[src/rtl/hrlp_pkg.sv]
package hrlp_pkg;

  localparam int unsigned OFFSET_BITS = 16;
  localparam int unsigned OUT_OFFSET_BITS = 16;

  typedef logic [OFFSET_BITS-1:0] offset_t;

  localparam offset_t OFFSET_MAX = {OFFSET_BITS{1'b1}};

  typedef enum logic [3:0] {
    PH_START      = 4'd0,
    PH_METHOD     = 4'd1,
    PH_SP_URI     = 4'd2,
    PH_URI        = 4'd3,
    PH_HTTP       = 4'd4,
    PH_H          = 4'd5,
    PH_HT         = 4'd6,
    PH_HTT        = 4'd7,
    PH_HTTP_SLASH = 4'd8,
    PH_MAJ_FIRST  = 4'd9,
    PH_MAJ        = 4'd10,
    PH_MIN_FIRST  = 4'd11,
    PH_MIN        = 4'd12,
    PH_SP_END     = 4'd13,
    PH_ALMOST     = 4'd14
  } phase_e;

  typedef enum logic [1:0] {
    ST_MORE        = 2'd0,
    ST_DONE        = 2'd1,
    ST_BAD_METHOD  = 2'd2,
    ST_BAD_REQUEST = 2'd3
  } status_e;

  typedef enum logic [1:0] {
    KIND_GET     = 2'd0,
    KIND_POST    = 2'd1,
    KIND_HEAD    = 2'd2,
    KIND_UNKNOWN = 2'd3
  } kind_e;

  typedef struct packed {
    phase_e      phase;
    offset_t     pos;
    offset_t     method_begin;
    logic [31:0] letters;
    kind_e       kind;
    logic [7:0]  major;
    logic [7:0]  minor;
    offset_t     uri_begin;
    offset_t     uri_finish;
    offset_t     term_at;
  } state_t;

  localparam state_t STATE_CLEAR = '{
    phase:        PH_START,
    pos:          '0,
    method_begin: '0,
    letters:      '0,
    kind:         KIND_UNKNOWN,
    major:        '0,
    minor:        '0,
    uri_begin:    '0,
    uri_finish:   '0,
    term_at:      '0
  };

  // result item, first field in the highest bits
  typedef struct packed {
    logic [OUT_OFFSET_BITS-1:0] byte_offset;
    logic [OUT_OFFSET_BITS-1:0] line_end_offset;
    logic [OUT_OFFSET_BITS-1:0] uri_end_offset;
    logic [OUT_OFFSET_BITS-1:0] uri_start_offset;
    logic [7:0]                 version_minor;
    logic [7:0]                 version_major;
    kind_e                      method_code;
    status_e                    status;
  } result_t;

  localparam int unsigned RESULT_BITS = $bits(result_t);
  localparam int unsigned RESULT_BYTES = (RESULT_BITS + 7) / 8;
  localparam int unsigned OUT_TDATA_BITS = RESULT_BYTES * 8;

endpackage

[src/rtl/http_request_line_parser.sv]
// a result item is registered in the output register from the byte held in the input register
// throughput: one byte per cycle unless the output stalls; one pass through the step logic
// a stalled output holds both stages; the input register keeps taking a byte while it drains
// reset: asynchronous, active low; returns to the start phase with all offsets at zero
// done or any error clears the per-line state after its result is produced
module http_request_line_parser (
  input  logic                                clk_i,
  input  logic                                rst_ni,
  input  logic                                s_axis_tvalid,
  output logic                                s_axis_tready,
  input  logic [7:0]                          s_axis_tdata,  // data_byte
  output logic                                m_axis_tvalid,
  input  logic                                m_axis_tready,
  // status, method_code, version_major, version_minor, uri_start_offset,
  // uri_end_offset, line_end_offset, byte_offset, zero pad
  output logic [hrlp_pkg::OUT_TDATA_BITS-1:0] m_axis_tdata
);

  logic              in_valid_q;
  logic [7:0]        in_byte_q;
  logic              out_valid_q;
  hrlp_pkg::result_t out_res_q;
  hrlp_pkg::state_t  state_q;
  hrlp_pkg::state_t  state_d;
  hrlp_pkg::result_t step_res;
  logic              out_free;
  logic              step_en;

  assign out_free      = !out_valid_q || m_axis_tready;
  assign step_en       = in_valid_q && out_free;
  assign s_axis_tready = !in_valid_q || out_free;

  hrlp_step u_step (
    .cur_i       (state_q),
    .data_byte_i (in_byte_q),
    .nxt_o       (state_d),
    .res_o       (step_res)
  );

  always_ff @(posedge clk_i or negedge rst_ni) begin
    if (!rst_ni) begin
      in_valid_q  <= 1'b0;
      out_valid_q <= 1'b0;
      state_q     <= hrlp_pkg::STATE_CLEAR;
    end else begin
      if (s_axis_tready) in_valid_q <= s_axis_tvalid;
      if (out_free) out_valid_q <= in_valid_q;
      if (step_en) state_q <= state_d;
    end
  end

  always_ff @(posedge clk_i) begin
    if (s_axis_tvalid && s_axis_tready) in_byte_q <= s_axis_tdata;
    if (step_en) out_res_q <= step_res;
  end

  assign m_axis_tvalid = out_valid_q;
  assign m_axis_tdata  = hrlp_pkg::OUT_TDATA_BITS'(out_res_q);

  // a finished or failed line leaves the parser at the start with a fresh count
  assert property (@(posedge clk_i) disable iff (!rst_ni)
    step_en && step_res.status != hrlp_pkg::ST_MORE
    |=> state_q.phase == hrlp_pkg::PH_START && state_q.pos == '0)
    else $error("line state not cleared after end of line");

  // every processed byte lands in the output register
  assert property (@(posedge clk_i) disable iff (!rst_ni)
    step_en |=> m_axis_tvalid)
    else $error("processed byte produced no result item");

  // the position counts up by one per byte inside a line until it saturates
  assert property (@(posedge clk_i) disable iff (!rst_ni)
    step_en && step_res.status == hrlp_pkg::ST_MORE && state_q.pos != hrlp_pkg::OFFSET_MAX
    |=> state_q.pos == $past(state_q.pos) + hrlp_pkg::OFFSET_BITS'(1))
    else $error("byte position did not advance");

  // state only moves when a byte is processed
  assert property (@(posedge clk_i) disable iff (!rst_ni)
    !step_en |=> $stable(state_q))
    else $error("parser state changed without a byte");

endmodule

[src/rtl/hrlp_step.sv]
module hrlp_step (
  input  hrlp_pkg::state_t  cur_i,
  input  logic [7:0]        data_byte_i,
  output hrlp_pkg::state_t  nxt_o,
  output hrlp_pkg::result_t res_o
);

  localparam logic [7:0] CH_LF    = 8'h0a;
  localparam logic [7:0] CH_CR    = 8'h0d;
  localparam logic [7:0] CH_SP    = 8'h20;
  localparam logic [7:0] CH_SLASH = 8'h2f;
  localparam logic [7:0] CH_DOT   = 8'h2e;
  localparam logic [7:0] CH_ZERO  = 8'h30;
  localparam logic [7:0] CH_ONE   = 8'h31;
  localparam logic [7:0] CH_NINE  = 8'h39;
  localparam logic [7:0] CH_A     = 8'h41;
  localparam logic [7:0] CH_Z     = 8'h5a;
  localparam logic [7:0] CH_US    = 8'h5f;
  localparam logic [7:0] CH_H     = 8'h48;
  localparam logic [7:0] CH_T     = 8'h54;
  localparam logic [7:0] CH_P     = 8'h50;

  localparam logic [31:0] WORD_GET  = 32'h0047_4554;
  localparam logic [31:0] WORD_POST = 32'h504f_5354;
  localparam logic [31:0] WORD_HEAD = 32'h4845_4144;

  function automatic logic is_method_char(input logic [7:0] c);
    return (c inside {[CH_A:CH_Z]}) || (c == CH_US);
  endfunction

  function automatic logic is_digit(input logic [7:0] c);
    return c inside {[CH_ZERO:CH_NINE]};
  endfunction

  // v * 10 + digit, clamped to 255
  function automatic logic [7:0] sat_digit(input logic [7:0] v, input logic [7:0] c);
    logic [11:0] r;
    r = {1'b0, v, 3'b000} + {3'b000, v, 1'b0} + {8'h00, c[3:0]};
    return (r > 12'd255) ? 8'hff : r[7:0];
  endfunction

  function automatic logic [15:0] to_out(input hrlp_pkg::offset_t x);
    logic [31:0] w;
    w = 32'(x);
    return w[15:0];
  endfunction

  hrlp_pkg::state_t    upd;
  hrlp_pkg::status_e   st;
  hrlp_pkg::offset_t   here;
  hrlp_pkg::offset_t   mlen;
  logic [7:0]          c;

  assign c    = data_byte_i;
  assign here = cur_i.pos;
  assign mlen = here - cur_i.method_begin;

  always_comb begin
    upd = cur_i;
    st  = hrlp_pkg::ST_MORE;
    case (cur_i.phase)
      hrlp_pkg::PH_START: begin
        upd.method_begin = here;
        if (c == CH_CR || c == CH_LF) begin
          // leading line breaks are skipped
        end else if (!is_method_char(c)) begin
          st = hrlp_pkg::ST_BAD_METHOD;
        end else begin
          upd.letters = {24'h0, c};
          upd.phase   = hrlp_pkg::PH_METHOD;
        end
      end
      hrlp_pkg::PH_METHOD: begin
        if (c == CH_SP) begin
          if (mlen == hrlp_pkg::OFFSET_BITS'(3) && cur_i.letters == WORD_GET) begin
            upd.kind = hrlp_pkg::KIND_GET;
          end else if (mlen == hrlp_pkg::OFFSET_BITS'(4) && cur_i.letters == WORD_POST) begin
            upd.kind = hrlp_pkg::KIND_POST;
          end else if (mlen == hrlp_pkg::OFFSET_BITS'(4) && cur_i.letters == WORD_HEAD) begin
            upd.kind = hrlp_pkg::KIND_HEAD;
          end else begin
            upd.kind = hrlp_pkg::KIND_UNKNOWN;
          end
          upd.phase = hrlp_pkg::PH_SP_URI;
        end else if (!is_method_char(c)) begin
          st = hrlp_pkg::ST_BAD_METHOD;
        end else begin
          upd.letters = {cur_i.letters[23:0], c};
        end
      end
      hrlp_pkg::PH_SP_URI: begin
        if (c == CH_SLASH) begin
          upd.uri_begin = here;
          upd.phase     = hrlp_pkg::PH_URI;
        end else if (c != CH_SP) begin
          st = hrlp_pkg::ST_BAD_REQUEST;
        end
      end
      hrlp_pkg::PH_URI: begin
        if (c == CH_SP) begin
          upd.uri_finish = here;
          upd.phase      = hrlp_pkg::PH_HTTP;
        end
      end
      hrlp_pkg::PH_HTTP: begin
        if (c == CH_H) upd.phase = hrlp_pkg::PH_H;
        else if (c != CH_SP) st = hrlp_pkg::ST_BAD_REQUEST;
      end
      hrlp_pkg::PH_H: begin
        if (c == CH_T) upd.phase = hrlp_pkg::PH_HT;
        else st = hrlp_pkg::ST_BAD_REQUEST;
      end
      hrlp_pkg::PH_HT: begin
        if (c == CH_T) upd.phase = hrlp_pkg::PH_HTT;
        else st = hrlp_pkg::ST_BAD_REQUEST;
      end
      hrlp_pkg::PH_HTT: begin
        if (c == CH_P) upd.phase = hrlp_pkg::PH_HTTP_SLASH;
        else st = hrlp_pkg::ST_BAD_REQUEST;
      end
      hrlp_pkg::PH_HTTP_SLASH: begin
        if (c == CH_SLASH) upd.phase = hrlp_pkg::PH_MAJ_FIRST;
        else st = hrlp_pkg::ST_BAD_REQUEST;
      end
      hrlp_pkg::PH_MAJ_FIRST: begin
        if (c inside {[CH_ONE:CH_NINE]}) begin
          upd.major = {4'h0, c[3:0]};
          upd.phase = hrlp_pkg::PH_MAJ;
        end else begin
          st = hrlp_pkg::ST_BAD_REQUEST;
        end
      end
      hrlp_pkg::PH_MAJ: begin
        if (c == CH_DOT) upd.phase = hrlp_pkg::PH_MIN_FIRST;
        else if (!is_digit(c)) st = hrlp_pkg::ST_BAD_REQUEST;
        else upd.major = sat_digit(cur_i.major, c);
      end
      hrlp_pkg::PH_MIN_FIRST: begin
        if (is_digit(c)) begin
          upd.minor = {4'h0, c[3:0]};
          upd.phase = hrlp_pkg::PH_MIN;
        end else begin
          st = hrlp_pkg::ST_BAD_REQUEST;
        end
      end
      hrlp_pkg::PH_MIN, hrlp_pkg::PH_SP_END: begin
        if (c == CH_CR) begin
          upd.term_at = here;
          upd.phase   = hrlp_pkg::PH_ALMOST;
        end else if (c == CH_LF) begin
          upd.term_at = here;
          st          = hrlp_pkg::ST_DONE;
        end else if (c == CH_SP) begin
          upd.phase = hrlp_pkg::PH_SP_END;
        end else if (cur_i.phase == hrlp_pkg::PH_MIN && is_digit(c)) begin
          upd.minor = sat_digit(cur_i.minor, c);
        end else begin
          st = hrlp_pkg::ST_BAD_REQUEST;
        end
      end
      hrlp_pkg::PH_ALMOST: begin
        st = (c == CH_LF) ? hrlp_pkg::ST_DONE : hrlp_pkg::ST_BAD_REQUEST;
      end
      default: begin
        upd.phase = hrlp_pkg::PH_START;
      end
    endcase
  end

  // result shows values after this byte, before any end-of-line clear
  always_comb begin
    res_o.status           = st;
    res_o.method_code      = upd.kind;
    res_o.version_major    = upd.major;
    res_o.version_minor    = upd.minor;
    res_o.uri_start_offset = to_out(upd.uri_begin);
    res_o.uri_end_offset   = to_out(upd.uri_finish);
    res_o.line_end_offset  = to_out(upd.term_at);
    res_o.byte_offset      = to_out(here);
  end

  always_comb begin
    if (st != hrlp_pkg::ST_MORE) begin
      nxt_o = hrlp_pkg::STATE_CLEAR;
    end else begin
      nxt_o = upd;
      if (here != hrlp_pkg::OFFSET_MAX) nxt_o.pos = here + hrlp_pkg::OFFSET_BITS'(1);
    end
  end

endmodule
[config.mk]
export PLATFORM = sky130hd
export DESIGN_NAME = http_request_line_parser
export DESIGN_NICKNAME = d
export VERILOG_FILES = /design/src/rtl/hrlp_pkg.sv /design/src/rtl/http_request_line_parser.sv /design/src/rtl/hrlp_step.sv
export SDC_FILE = /design/constraint.sdc
export NUM_CORES = 1
export LEC_CHECK = 0
export ABC_AREA = 1
export BUFFER_PORTS_ARGS = -buffer_cell sky130_fd_sc_hd__buf_2
export CAP_MARGIN = 30
export CORE_ASPECT_RATIO = 0.8
export CORE_MARGIN = 4
export CORE_UTILIZATION = 55
export CTS_CLUSTER_SIZE = 10
export DETAILED_ROUTE_END_ITERATION = 10
export PLACE_DENSITY = 0.74
export SYNTH_ARGS = -nofsm -noshare
export SYNTH_HDL_FRONTEND = slang
export SYNTH_HIERARCHICAL = 1
export SYNTH_SLANG_ARGS = --single-unit
[constraint.sdc]
create_clock -name clk_i -period 6.65 [get_ports clk_i]
set_clock_uncertainty 0.05 [all_clocks]
set_input_delay 0.665 -clock clk_i [delete_from_list [all_inputs] [get_ports clk_i]]
set_output_delay 0.665 -clock clk_i [all_outputs]
set_load 0.03 [all_outputs]
# [Yosys cells after proc, flatten, opt, wreduce, memory -nomap -nowiden]
# Cells that the tools add are included.
[word_totals] output_inout_bits=90 reg_bits=228 wordCells=175 input_bits=12
[classes] add_sub_neg=6 reduce_logical=26 eq_ne=48 n_lt_le_gt_ge=7 n_mux=67
[ops] cell="two-way mux 16 bit" count=9
[ops] cell="two-way mux 134 bit" count=1
[ops] cell="two-way mux 32 bit" count=4
[ops] cell="two-way mux 8 bit" count=10
[ops] cell="== test 32 x 31 -> 1 bit, second input constant" count=2
[ops] cell="two-way mux 4 bit" count=16
[ops] cell="one-hot mux 32 bit (2 select lines)" count=1
[ops] cell="one-hot mux 4 bit (14 select lines)" count=1
[ops] cell="two-way mux 2 bit" count=21
[ops] cell="!= test 3 x 1 -> 1 bit, second input constant" count=13
[ops] cell="== test 32 x 23 -> 1 bit, second input constant" count=1
[ops] cell="== test 8 x 7 -> 1 bit, second input constant" count=4
[ops] cell="one-hot mux 8 bit (2 select lines)" count=2
[ops] cell="== test 4 bit, second input constant" count=7
[ops] cell="adder 11 x 9 -> 12 bit" count=2
[ops] cell="adder 12 x 4 -> 12 bit" count=2
[ops] cell="== test 8 x 6 -> 1 bit, second input constant" count=3
[ops] cell="greater-than comparator 12 x 8 -> 1 bit, second input constant" count=2
[ops] cell="one-hot mux 2 bit (12 select lines)" count=1
[ops] cell="AND reduction 17 bit" count=1
[ops] cell="adder 16 x 1 -> 16 bit, second input constant" count=1
[ops] cell="== test 16 x 2 -> 1 bit, second input constant" count=1
[ops] cell="== test 16 x 3 -> 1 bit, second input constant" count=1
[ops] cell="== test 4 x 3 -> 1 bit, second input constant" count=4
[ops] cell="24 further kinds" count=44

# [Logic depth before layout (Yosys ltp)]
[logic_depth] depth_word=11 depth_mapped=20 ltp_nobuf=20

# [By module]
# The synthesis kept the hierarchy.
[by_module_without_submodules] mod="http_request_line_parser" cells_per_inst=687 seq_area_each_um2=6168.4 area_each_um2=8144.1 instances=1
[by_module_without_submodules] mod="hrlp_step" cells_per_inst=1199 seq_area_each_um2=0.0 area_each_um2=5950.7 instances=1

# [Worst setup path after synthesis]
# Ideal clock, no wire load.
[synth_timing] path_kind="input-to-reg" startpoint="input m_axis_tready" endpoint="register out_res_q (netlist bit m_axis_tdata[0]), enable pin" arrival_ps=2829 setup_ps=438 path_stages=6 required_time_ps=6162 path_slack_ps=3333 cell_sequence="inv_2 > nand2_4 > nand2_4 > buf_4 > buf_4 > inv_1"
[synth_between] elab_chain_len=2
[synth_lines] item="start, declared" line_no="http_request_line_parser.sv:13" rtl="input logic m_axis_tready,"
[synth_lines] item="logical OR 1 bit" line_no="http_request_line_parser.sv:29" rtl="assign out_free = !out_valid_q || m_axis_tready;"
[synth_lines] item="logical AND 1 bit" line_no="http_request_line_parser.sv:30" rtl="assign step_en = in_valid_q && out_free;"
[synth_lines] item="net step_en" line_no="http_request_line_parser.sv:27" rtl="logic step_en;"
[synth_lines] item="end signal, assigned" line_no="http_request_line_parser.sv:54" rtl="if (step_en) out_res_q <= step_res;"
[synth_lines] item="end, declared" line_no="http_request_line_parser.sv:22" rtl="hrlp_pkg::result_t out_res_q;"
# The timed path passes the listed nets, and every way through them passes these cells.
# A chain may end at the register's enable or synchronous reset.

==> results.md <==
- Worst vdd ir: 0.200 mV
- Pwr Total: 3420 uW
- Hold Buf Count CTS: 0
- CTS tree: done
- Mean Syn Cell Area: 7.47 um^2
- Endpoint class of the critical path: flop
- Die area: 28300 um^2
- Top Usage Layer GRT: met2
- Gr ovfl total: 0
- Post-route ant nets: 0
- Slew Viols, Final: 0
- Critical path origin: in_byte_q[3]
- Design Area, Final: 15300 um^2
- Antenna violations before repair: 0
- First-pass GRT wire length: 60200 um
- Seq/Total Area, Yosys: 43.8%
- CP Cell Sequence: fa_1 -> inv_1 -> fa_1 -> o21ai_0 -> nand2_1 -> nand3_1 -> nand2_1 -> nor2_1 -> nand3_1 -> nand2_1 -> nand3_1 -> and2_1 -> nand3_1 -> nand2_1
- Die X-Extent: 187 um
- Die Y: 151 um
- Post-layout util: 60.6%
- RSZ-0062 raised after global routing: no
- CTS Root Cell: clkbuf_16
- Vias per cell: 5.56
- Fin crit period: 3770 ps
- Hold Violations, Final: 0
- Cell Pwr Density: 224 nW/um^2
- LEAKAGE: 0.00805 uW
- Synth async-reset ratio: 59.6%
- GR met2 Demand/Resource: 39.6%
- Floorplan core area: 25200 um^2
- Drt first pass iters: 8
- Seq cells post-synth: 228
- Clock buffer depth: 3
- Reg2Reg Launch Point: in_byte_q[3]
- Drt initial violations: 1635
- DP HPWL: 24600 um
- Clock sink count: 228
- Max FO, Critical Path: 10
- Setup TNS: 0 ps
- Max Cap Violations: 0
- Worst-skew pair later-pin latency: 540 ps
- CP Launch Type: flop
- I/O pins: 102
- Data arrival time of the worst path: 4140 ps
- H-tree Lvls: 1
- Vias in the first global route: 11600
- CP Class: flop to flop
- Layout Nets: 1987
- Final setup viols: 0
- Met1 GRT Util: 39.0%
- Number of antenna diodes: 0
- Mapped Cells: 1886
- Yosys warnings: 6
- Synth cell types: 46
- Routed WL per cell: 16.2 um
- All-Layer GR Usage: 25.8%
- Slowest CP cell: edfxtp_1
- DR DRC count: 0
- Layout cells sized above 1: 9.88%
- Slew headroom: 31.2%
- Ratio of final minimum period to clock period: 56.7%
- Postcts setup bufs: 0
- Worst-path clk slew: 60 ps
- Initial Util: 55.8%
- Combined area of all synthesized cells: 14100 um^2
- EDFF count, synth: 92
- Via count: 12600
- FILL cells: 2248
- Slew @ Worst Pin: 1030 ps
- Placed Area: 14500 um^2
- Port bufs: 97
- Number of placement rows: 52
- CTS resizes: 0
- Fmax: 265 MHz
- GP Congestion: 0.957
- Largest net degree at the start of global routing: 86
- P&R area growth vs syn: 8.53%
- Min-Delay Path Class: input port to async pin
- CP max stage delay: 590 ps
- Top FF cell, synth: dfrtp_1
- Req. time, crit path: 7020 ps
- TritonCTS Buffers: 27
- Post-Route WL: 36800 um
- GR Layer Usage met3: 3.87%
- Status: complete, no violations
## metrics by stage
step	setup slack [ps]	hold WS [ps]	instances
floorplan	3330	319	1889
CTS	2940	74.6	2268
global route	2550	109	2268
finish	2880	58.3	2268
global placement	2700	396	2217
detailed placement	2960	402	2219
## worst max-delay path, delay by kind of cell, from the launching register on
kind	cells	cell delay, ps
AND/OR/NAND/NOR	10	1510
adder cells (fa/ha/maj)	2	1050
flip-flops	1	590
AO/OA/AOI/OAI	1	380
buffers and inverters	1	70
## cells in the mapped netlist (6+ instances only)
cell / number / area share [%]
nand2_1: 568 / 15
inv_1: 251 / 6.7
nand3_1: 204 / 7.2
nor2_1: 171 / 4.6
dfrtp_1: 134 / 24
edfxtp_1: 92 / 20
o21ai_0: 84 / 3.0
ha_1: 46 / 4.1
a21oi_1: 45 / 1.6
clkbuf_1: 34 / 0.91
nand4_1: 31 / 1.4
buf_4: 28 / 1.5
buf_2: 25 / 0.89
nor3_1: 25 / 0.89
or2_2: 21 / 0.93
o22ai_1: 15 / 0.67
xor2_1: 14 / 0.87
buf_6: 12 / 0.96
a21oi_2: 10 / 0.62
nor4_1: 7 / 0.31
xnor2_1: 6 / 0.37
## registers in the layout (all words and copies together), names as in the netlist
register	flops
in_byte_q	8
in_valid_q	1
m_axis_tdata	84
m_axis_tvalid	1
state_q	134
## final cells by class
cell class	count	area, um^2	area share [%]
Inverter	256	962	6.29
Multi-Input combinational cell	1306	6380	41.7
Tap cell	324	405	2.65
Sequential cell	228	6170	40.3
Timing Repair Buffer	105	592	3.87
Clock buffer	46	757	4.95
Clock inverter	3	30.0	0.196
## path summary, 6_finish.rpt
| path | endpoint | slack, ps | depth (start not counted) |
|---|---|---|---|
| setup / recovery | state_q[56] | 2880 | 14 |
| hold / removal | state_q[21] | 60 | 1 |
| setup reg to reg | state_q[56] | 2880 | 14 |
| hold reg to reg | state_q[64] | 410 | 2 |
| max in group asynchronous | in_valid_q | 5380 | 3 |
| min in group clk_i | in_byte_q[3] | 260 | 1 |
## where the power goes
part,internal (uW),switching [uW],total (uW)
Sequential,1550,50.2,1600
Clock,771,563,1330
Combinational,96.5,390,487
Total,2420,1000,3420
## cells in the final DEF (no fill, tap or decap), types with 31 or more instances in the layout
cell,n
nand2_1,568
buf_2,96
inv_1,250
nand4_1,31
nand3_1,204
a21oi_1,45
o21ai_0,84
dfrtp_1,133
ha_1,46
nor2_1,171
edfxtp_1,92
## routing by layer
metal | share of wire [%] | vias to the layer above
met3 | 8.0 | 66
met4 | 1.9 | 0
met1 | 46 | 5921
met2 | 44 | 498
li1 | - | 6128
met5 | 0 | -
## kinds of logic after synthesis
group	share of synthesized area (%)
xor+xnor	1.24
fa+ha+maj	4.79
flops	43.8
simple gates	31.8
compound gates	7.29
other cells	0.0266
buf+inv	11.1
(Power assumes the default switching activity.)
